--- src/hdl/ecpr_pkg.sv ---
package ecpr_pkg;

    // Fixed field widths
    localparam int SLOT_W = 4;
    localparam int OP_W   = 2;
    localparam int KIND_W = 2;

    // Parameter defaults
    localparam int FRAMES_DEF    = 16;
    localparam int PAGE_BITS_DEF = 20;

    // Operation codes
    localparam logic [OP_W-1:0] OP_INSERT = 2'd0;
    localparam logic [OP_W-1:0] OP_ACCESS = 2'd1;
    localparam logic [OP_W-1:0] OP_EVICT  = 2'd2;

    // Result kinds
    localparam logic [KIND_W-1:0] KIND_WRITEBACK = 2'd0;
    localparam logic [KIND_W-1:0] KIND_VICTIM    = 2'd1;
    localparam logic [KIND_W-1:0] KIND_ACK       = 2'd2;
    localparam logic [KIND_W-1:0] KIND_ERROR     = 2'd3;

    // Commands from controller to datapath
    typedef struct packed {
        logic load;        // capture the input item
        logic ins;         // insert page at the fill point
        logic err;         // emit an error result
        logic acc_set;     // mark slot, read its page
        logic acc_emit;    // emit access acknowledge
        logic walk_start;  // wrap hand into the filled range
        logic walk_rd;     // read the page under the hand
        logic walk_chk;    // judge the frame under the hand
    } ecpr_cmd_t;

    // Status from datapath to controller
    typedef struct packed {
        logic [OP_W-1:0] op;
        logic            full;
        logic            empty;
        logic            slot_bad;
        logic            victim;
    } ecpr_stat_t;

endpackage

--- src/hdl/ecpr_ctrl.sv ---
module ecpr_ctrl
(
    input  logic               clk,
    input  logic               rst_n,
    input  logic               start,
    input  ecpr_pkg::ecpr_stat_t stat,
    output ecpr_pkg::ecpr_cmd_t  cmd,
    output logic               busy
);
    import ecpr_pkg::*;

    localparam logic [2:0] S_IDLE     = 3'd0;
    localparam logic [2:0] S_DECODE   = 3'd1;
    localparam logic [2:0] S_ACC_RD   = 3'd2;
    localparam logic [2:0] S_WALK_RD  = 3'd3;
    localparam logic [2:0] S_WALK_CHK = 3'd4;

    logic [2:0] state_reg;
    logic [2:0] state_next;

    // State register
    always_ff @(posedge clk or negedge rst_n)
    begin
        if (!rst_n)
        begin
            state_reg <= S_IDLE;
        end
        else
        begin
            state_reg <= state_next;
        end
    end

    assign busy = (state_reg != S_IDLE);

    // Next state and commands
    always_comb
    begin
        state_next = state_reg;
        cmd        = '0;
        case (state_reg)
            S_IDLE:
            begin
                if (start)
                begin
                    cmd.load   = 1'b1;
                    state_next = S_DECODE;
                end
            end
            S_DECODE:
            begin
                state_next = S_IDLE;
                case (stat.op)
                    OP_INSERT:
                    begin
                        if (stat.full)
                        begin
                            cmd.err = 1'b1;
                        end
                        else
                        begin
                            cmd.ins = 1'b1;
                        end
                    end
                    OP_ACCESS:
                    begin
                        if (stat.slot_bad)
                        begin
                            cmd.err = 1'b1;
                        end
                        else
                        begin
                            cmd.acc_set = 1'b1;
                            state_next  = S_ACC_RD;
                        end
                    end
                    OP_EVICT:
                    begin
                        if (stat.empty)
                        begin
                            cmd.err = 1'b1;
                        end
                        else
                        begin
                            cmd.walk_start = 1'b1;
                            state_next     = S_WALK_RD;
                        end
                    end
                    default:
                    begin
                        cmd.err = 1'b1;
                    end
                endcase
            end
            S_ACC_RD:
            begin
                cmd.acc_emit = 1'b1;
                state_next   = S_IDLE;
            end
            S_WALK_RD:
            begin
                cmd.walk_rd = 1'b1;
                state_next  = S_WALK_CHK;
            end
            S_WALK_CHK:
            begin
                cmd.walk_chk = 1'b1;
                state_next   = stat.victim ? S_IDLE : S_WALK_RD;
            end
            default:
            begin
                state_next = S_IDLE;
            end
        endcase
    end

endmodule

--- src/hdl/ecpr_datapath.sv ---
module ecpr_datapath
#(
    parameter int FRAMES    = ecpr_pkg::FRAMES_DEF,
    parameter int PAGE_BITS = ecpr_pkg::PAGE_BITS_DEF
)
(
    input  logic                        clk,
    input  logic                        rst_n,
    input  ecpr_pkg::ecpr_cmd_t         cmd,
    output ecpr_pkg::ecpr_stat_t        stat,
    input  logic [ecpr_pkg::OP_W-1:0]   operation,
    input  logic [ecpr_pkg::SLOT_W-1:0] slot,
    input  logic [PAGE_BITS-1:0]        page_number,
    input  logic                        is_write,
    output logic                        strobe,
    output logic [ecpr_pkg::KIND_W-1:0] kind,
    output logic [ecpr_pkg::SLOT_W-1:0] frame_slot,
    output logic [PAGE_BITS-1:0]        page_out,
    output logic                        last
);
    import ecpr_pkg::*;

    localparam int IDX_W = $clog2(FRAMES);
    localparam int CNT_W = $clog2(FRAMES + 1);
    localparam int CMP_W = (CNT_W > SLOT_W) ? CNT_W : SLOT_W;

    // Captured item
    logic [OP_W-1:0]      op_reg;
    logic [SLOT_W-1:0]    slot_reg;
    logic [PAGE_BITS-1:0] page_reg;
    logic                 wr_reg;

    // Ring state
    logic [PAGE_BITS-1:0] mem [FRAMES];
    logic [FRAMES-1:0]    acc_reg;
    logic [FRAMES-1:0]    dirty_reg;
    logic [CNT_W-1:0]     used_reg;
    logic [IDX_W-1:0]     hand_reg;
    logic [PAGE_BITS-1:0] rd_data_reg;

    // Result registers
    logic                 strobe_reg;
    logic [KIND_W-1:0]    kind_reg;
    logic [SLOT_W-1:0]    fslot_reg;
    logic [PAGE_BITS-1:0] pout_reg;
    logic                 last_reg;

    logic [IDX_W-1:0]     slot_idx;
    logic [IDX_W-1:0]     fill_idx;
    logic [IDX_W-1:0]     hand_inc;
    logic                 hand_a;
    logic                 hand_d;
    logic                 mem_we;
    logic [IDX_W-1:0]     mem_waddr;
    logic [PAGE_BITS-1:0] mem_wdata;
    logic                 mem_re;
    logic [IDX_W-1:0]     mem_raddr;

    assign slot_idx = IDX_W'(slot_reg);
    assign fill_idx = used_reg[IDX_W-1:0];
    assign hand_a   = acc_reg[hand_reg];
    assign hand_d   = dirty_reg[hand_reg];
    assign hand_inc = ((CNT_W'(hand_reg) + CNT_W'(1)) == used_reg) ? '0
                                                                    : hand_reg + IDX_W'(1);

    // Status
    always_comb
    begin
        stat.op       = op_reg;
        stat.full     = (used_reg >= CNT_W'(FRAMES));
        stat.empty    = (used_reg == '0);
        stat.slot_bad = (CMP_W'(slot_reg) >= CMP_W'(used_reg));
        stat.victim   = !hand_a && !hand_d;
    end

    // Page memory ports
    always_comb
    begin
        mem_we    = 1'b0;
        mem_waddr = hand_reg;
        mem_wdata = page_reg;
        if (cmd.ins)
        begin
            mem_we    = 1'b1;
            mem_waddr = fill_idx;
        end
        else if (cmd.walk_chk && !hand_a && !hand_d)
        begin
            mem_we = 1'b1;
        end
        mem_re    = cmd.acc_set || cmd.walk_rd;
        mem_raddr = cmd.acc_set ? slot_idx : hand_reg;
    end

    always_ff @(posedge clk)
    begin
        if (mem_we)
        begin
            mem[mem_waddr] <= mem_wdata;
        end
        if (mem_re)
        begin
            rd_data_reg <= mem[mem_raddr];
        end
    end

    // Item capture
    always_ff @(posedge clk)
    begin
        if (cmd.load)
        begin
            op_reg   <= operation;
            slot_reg <= slot;
            page_reg <= page_number;
            wr_reg   <= is_write;
        end
    end

    // Frame bits, fill count and hand
    always_ff @(posedge clk or negedge rst_n)
    begin
        if (!rst_n)
        begin
            acc_reg   <= '0;
            dirty_reg <= '0;
            used_reg  <= '0;
            hand_reg  <= '0;
        end
        else
        begin
            if (cmd.ins)
            begin
                acc_reg[fill_idx]   <= 1'b0;
                dirty_reg[fill_idx] <= 1'b0;
                used_reg            <= used_reg + CNT_W'(1);
            end
            if (cmd.acc_set)
            begin
                acc_reg[slot_idx] <= 1'b1;
                if (wr_reg)
                begin
                    dirty_reg[slot_idx] <= 1'b1;
                end
            end
            if (cmd.walk_start && (CNT_W'(hand_reg) >= used_reg))
            begin
                hand_reg <= '0;
            end
            if (cmd.walk_chk)
            begin
                hand_reg <= hand_inc;
                if (hand_a)
                begin
                    acc_reg[hand_reg] <= 1'b0;
                end
                else if (hand_d)
                begin
                    dirty_reg[hand_reg] <= 1'b0;
                end
                else
                begin
                    acc_reg[hand_reg]   <= 1'b1;
                    dirty_reg[hand_reg] <= wr_reg;
                end
            end
        end
    end

    // Result strobe
    always_ff @(posedge clk or negedge rst_n)
    begin
        if (!rst_n)
        begin
            strobe_reg <= 1'b0;
        end
        else
        begin
            strobe_reg <= cmd.ins || cmd.err || cmd.acc_emit
                          || (cmd.walk_chk && !hand_a);
        end
    end

    // Result payload
    always_ff @(posedge clk)
    begin
        if (cmd.ins)
        begin
            kind_reg  <= KIND_ACK;
            fslot_reg <= SLOT_W'(used_reg);
            pout_reg  <= page_reg;
            last_reg  <= 1'b1;
        end
        else if (cmd.err)
        begin
            kind_reg  <= KIND_ERROR;
            fslot_reg <= (op_reg == OP_ACCESS) ? slot_reg : '0;
            pout_reg  <= '0;
            last_reg  <= 1'b1;
        end
        else if (cmd.acc_emit)
        begin
            kind_reg  <= KIND_ACK;
            fslot_reg <= slot_reg;
            pout_reg  <= rd_data_reg;
            last_reg  <= 1'b1;
        end
        else if (cmd.walk_chk && !hand_a)
        begin
            kind_reg  <= hand_d ? KIND_WRITEBACK : KIND_VICTIM;
            fslot_reg <= SLOT_W'(hand_reg);
            pout_reg  <= rd_data_reg;
            last_reg  <= !hand_d;
        end
    end

    assign strobe     = strobe_reg;
    assign kind       = kind_reg;
    assign frame_slot = fslot_reg;
    assign page_out   = pout_reg;
    assign last       = last_reg;

endmodule

--- src/hdl/enhanced_clock_page_replacement_top.sv ---
// Enhanced second-chance clock page replacement. An item is taken when start
// is high while busy is low; each result appears for exactly one cycle with
// strobe high and must be captured then, since the receiver cannot stall the
// block. Inserts, errors and failed lookups are settled in the decode state,
// while an access adds one page-memory read before its result. An evict sets
// up the hand and then, for each frame visited by the hand, does one
// page-memory read and one check; the hand visits at most 2*FRAMES+1 frames.
// Writeback results come out as the walk passes dirty frames whose accessed
// bit is clear, with last low, and the victim result closes the item. busy
// drops in the cycle the final result is strobed, so one item is handled at
// a time.
module enhanced_clock_page_replacement_top
#(
    parameter int FRAMES    = ecpr_pkg::FRAMES_DEF,
    parameter int PAGE_BITS = ecpr_pkg::PAGE_BITS_DEF
)
(
    input  logic                        clk,
    input  logic                        rst_n,
    input  logic                        start,
    output logic                        busy,
    input  logic [ecpr_pkg::OP_W-1:0]   operation,
    input  logic [ecpr_pkg::SLOT_W-1:0] slot,
    input  logic [PAGE_BITS-1:0]        page_number,
    input  logic                        is_write,
    output logic                        strobe,
    output logic [ecpr_pkg::KIND_W-1:0] kind,
    output logic [ecpr_pkg::SLOT_W-1:0] frame_slot,
    output logic [PAGE_BITS-1:0]        page_out,
    output logic                        last
);
    import ecpr_pkg::*;

    ecpr_cmd_t  cmd;
    ecpr_stat_t stat;

    // Sequencer
    ecpr_ctrl u_ctrl
    (
        .clk   (clk),
        .rst_n (rst_n),
        .start (start),
        .stat  (stat),
        .cmd   (cmd),
        .busy  (busy)
    );

    // Ring storage and result registers
    ecpr_datapath
    #(
        .FRAMES    (FRAMES),
        .PAGE_BITS (PAGE_BITS)
    )
    u_datapath
    (
        .clk         (clk),
        .rst_n       (rst_n),
        .cmd         (cmd),
        .stat        (stat),
        .operation   (operation),
        .slot        (slot),
        .page_number (page_number),
        .is_write    (is_write),
        .strobe      (strobe),
        .kind        (kind),
        .frame_slot  (frame_slot),
        .page_out    (page_out),
        .last        (last)
    );

endmodule

--- config.mk ---
export PLATFORM = sky130hd
export DESIGN_NAME = enhanced_clock_page_replacement_top
export DESIGN_NICKNAME = d
export VERILOG_FILES = /design/src/hdl/ecpr_pkg.sv /design/src/hdl/ecpr_ctrl.sv /design/src/hdl/ecpr_datapath.sv /design/src/hdl/enhanced_clock_page_replacement_top.sv
export SDC_FILE = /design/constraint.sdc
export NUM_CORES = 1
export LEC_CHECK = 0
export BUFFER_PORTS_ARGS = -buffer_cell sky130_fd_sc_hd__clkbuf_2
export CAP_MARGIN = 20
export CORE_MARGIN = 2
export CORE_UTILIZATION = 25
export DETAILED_ROUTE_END_ITERATION = 16
export PLACE_DENSITY = 0.37
export SLEW_MARGIN = 10
export SYNTH_ARGS = -nofsm -noshare
export SYNTH_HDL_FRONTEND = slang
export SYNTH_SLANG_ARGS = --single-unit
--- constraint.sdc ---
create_clock -name clk -period 4.2 [get_ports clk]
set_clock_uncertainty 0.05 [all_clocks]
set_input_delay 0.84 -clock clk [delete_from_list [all_inputs] [get_ports clk]]
set_output_delay 0.84 -clock clk [all_outputs]
set_load 0.02 [all_outputs]
==> impl_metrics.json <==
{
  "status": "completed",
  "routabilityCongestion": 0.816,
  "critPathBufInv": 2,
  "synth.top_cell.area_share_pct": 63.9,
  "synthToLayoutAreaGrowth_pct": 21.1,
  "drt_iter0_drc": 914,
  "rsz0062_at_grt": "no",
  "synth-compound-area-share_pct": 8.90,
  "antenna-diode-count": 0,
  "hold_viol_final": 0,
  "grt_antenna_before_repair": 0,
  "end_kind": "register",
  "dp.cells": 2214,
  "num_vias": 10900,
  "hold_buffers": 0,
  "clkLatencyLatePin_ns": 0.60,
  "peakVddDrop_mv": 0.352,
  "routedWlPerCell_um": 25.8,
  "synth_top_family_by_area": "multiplexers",
  "cp-start-kind": "register",
  "die_y_um": 275,
  "cp.required_ns": 4.42,
  "yosys.area_share.simple_pct": 6.00,
  "grt_max_degree": 57,
  "multi_input_comb_area_um2": 5360,
  "h-tree-depth": 2,
  "area.sequential_um2": 12900,
  "dp_worst_setup_slack_ns": 0.613,
  "synth.net_count": 1248,
  "critical_path.top_delay_family": "multiplexers",
  "ios": 59,
  "design_area_um2": 22300,
  "nets": 1359,
  "postRouteAntennaNets": 0,
  "track_usage_pct": 15.8,
  "die_w_um": 275,
  "post-dp-hpwl_um": 35900,
  "period_needed_ns": 3.58,
  "setup_tns_ns": 0,
  "drc_errors": 0,
  "ys_seq_elements": 439,
  "coreArea_um2": 72800,
  "fin_crit_sh_pct": 85.3,
  "start_util_pct": 25.2,
  "grt_pass1_vias": 11200,
  "cp_cell_sequence": "mux4_2, mux4_2, nor2_4, nand3_4, inv_2, a32oi_1, nor2_4, buf_4",
  "cts_tree": "built",
  "synth.area.top_cells": "edfxtp_1 64%, mux2_2 9.9%, dfrtp_1 6.1%",
  "yosysTopAreaCell": "edfxtp_1",
  "synth_fa_ha_area_share_pct": 1.36,
  "reg2reg_depth": 8,
  "firstDrtPassIters": 5,
  "drive_gt1_share_pct": 30.2,
  "hold_class": "input port to async pin",
  "p_leak_uw": 0.00731,
  "cts_buffers": 52,
  "routed_wl_um": 59700,
  "setup-violations-final": 0,
  "post_cts_buffers": 0,
  "io_buffers": 58,
  "die_area_um2": 75700,
  "power.total_uw": 12800,
  "syn-mean-instance-area_um2": 15.3,
  "grt_overflow": 0,
  "largest_reg_flops": 320,
  "synth_top_flop_cell": "edfxtp_1",
  "top_register": "u_datapath.mem",
  "clock.fmax_mhz": 279,
  "synthXorXnorAreaFrac_pct": 0.286,
  "syn_inst": 1198,
  "fin_ws_ns": 0.618,
  "num_rows": 99,
  "ctsResizeCount": 0,
  "critPathArrivalTime_ns": 3.80,
  "worstMarginPinSlew_ns": 1.10,
  "cts_root_buf": "clkbuf_16",
  "synth_edf_count": 391,
  "cts_sinks": 439,
  "yosysSeqAreaShare_pct": 70.3,
  "syn_area_um2": 18400,
  "power_density_nw_per_um2": 574,
  "slowest_stage": "dfrtp_1",
  "fin_cells": 2311,
  "async_flop_share_pct": 10.3,
  "grt_pass1_wl_um": 84600,
  "relSlewSlack_pct": 26.8,
  "clockBufferDepth": 3,
  "placed_cell_area_um2": 20600,
  "ys_warn_count": 0,
  "synthDistinctLibCells": 53,
  "max_stage_delay_ns": 0.65,
  "drv_cap": 0,
  "muxShareOfSynthArea_pct": 11.3,
  "worstPathMaxFanout": 10,
  "fillers": 7302,
  "via_per_inst": 4.74,
  "drv_slew": 0,
  "worst-path-stages": 8,
  "critical_path_class": "register to register",
  "clkTransAtPathRegs_ns": 0.06
}
[synth_stat cells, types with 2 or more instances]
| master | n |
|---|---|
| a211o_1 | 2 |
| a211oi_1 | 3 |
| a21o_1 | 3 |
| a21oi_1 | 20 |
| a221o_1 | 4 |
| a22oi_1 | 90 |
| a31oi_1 | 10 |
| a32oi_1 | 10 |
| and3_1 | 3 |
| buf_1 | 2 |
| buf_2 | 14 |
| clkbuf_1 | 52 |
| dfrtp_1 | 45 |
| dfxtp_1 | 3 |
| edfxtp_1 | 391 |
| ha_1 | 20 |
| inv_1 | 13 |
| mux2_2 | 162 |
| mux2i_1 | 3 |
| mux4_2 | 10 |
| nand2_1 | 91 |
| nand2b_1 | 4 |
| nand3_1 | 28 |
| nand4_1 | 27 |
| nor2_1 | 58 |
| nor2_4 | 2 |
| nor2b_1 | 6 |
| nor3_1 | 6 |
| nor3b_1 | 5 |
| o211ai_1 | 3 |
| o21a_1 | 2 |
| o21ai_0 | 54 |
| o221ai_1 | 7 |
| o22a_1 | 2 |
| o22ai_1 | 8 |
| o31a_1 | 7 |
| o31ai_1 | 7 |
| or2_2 | 2 |
| xnor2_1 | 4 |
| xor2_1 | 2 |
[where the power goes]
part,total (uW),internal (uW),switching (uW)
registers,5600,5260,336
logic,2860,1060,1800
clock network,4340,2480,1860
total,12800,8800,3990
[per-stage QoR]
stage               utilization, %  hold slack (ns)
floorplan                        -            0.463
global placement              28.3            0.395
detailed placement            28.3            0.394
CTS                           30.6            0.246
global route                  30.6            0.277
finish                        30.6            0.252
[path summary, 6_finish.rpt]
check / startpoint / end / slack, ns
min in group clk: page_number[7] / u_datapath.mem_wdata[7]$_DFFE_PP_ / 0.36
min: rst_n / u_ctrl.state_reg[2]$_DFFE_PN0P_ / 0.25
max: u_datapath.hand_reg[0]$_DFFE_PN0P_ / u_datapath.mem[3][3]$_DFFE_PP_ / 0.62
min reg2reg: u_datapath.kind[1]$_SDFFE_PP1P_ / u_datapath.kind[1]$_SDFFE_PP1P_ / 0.40
max in group asynchronous: rst_n / u_datapath.acc_reg[2]$_DFF_PN0_ / 3.03
max reg2reg: u_datapath.hand_reg[0]$_DFFE_PN0P_ / u_datapath.mem[3][3]$_DFFE_PP_ / 0.62
[worst register-to-register path: cells and delay by family, from the launching register on]
family	cells	cell delay (ns)
and+or+nand+nor	3	0.66
DFF	1	0.65
buffers and inverters	2	0.43
muxes	2	1.13
AOI/OAI and AO/OA	1	0.35
[kinds of logic after synthesis]
family | count (synthesis)
compound gates | 238
xor+xnor | 6
fa+ha+maj | 20
buf+inv | 83
flops | 439
mux | 175
simple gates | 237
[layout make-up]
| type | count | area share [%] |
|---|---|---|
| Sequential cell | 439 | 58.1 |
| Multi-Input combinational cell | 676 | 24.1 |
| Clock buffer | 67 | 6.28 |
| Tap cell | 959 | 5.39 |
| Timing Repair Buffer | 126 | 4.94 |
| Clock inverter | 30 | 1.02 |
| Inverter | 14 | 0.236 |
[cells in the final DEF (no fill, tap or decap), types with 4 or more instances in the layout]
master     synthesis  routed
a21oi_1           20      20
a221o_1            4       4
a22oi_1           90      90
a31oi_1           10      10
a32oi_1           10      10
buf_12             0      24
buf_4              0      44
clkbuf_1          52      12
clkbuf_16          0      53
clkbuf_2           0      58
clkinv_1           0      12
clkinv_2           0       7
clkinv_4           0       5
dfrtp_1           45      45
edfxtp_1         391     391
ha_1              20      20
inv_1             13      13
mux2_2           162     162
mux4_2            10      10
nand2_1           91      90
nand2b_1           4       4
nand3_1           28      27
nand4_1           27      27
nor2_1            58      41
nor2_4             2      19
nor2b_1            6       6
nor3_1             6       6
nor3b_1            5       5
o21ai_0           54      52
o221ai_1           7       7
o22ai_1            8       8
o31a_1             7       7
o31ai_4            0       6
xnor2_1            4       4
[per-layer routing]
layer	track usage, %	share of wire, %	vias up
met5	0	0	-
met3	2.30	3.9	87
met1	21.5	46	5656
met2	26.0	47	252
met4	4.71	2.7	0
li1	-	-	4953
No activity file was read; power rests on OpenSTA's default activity.
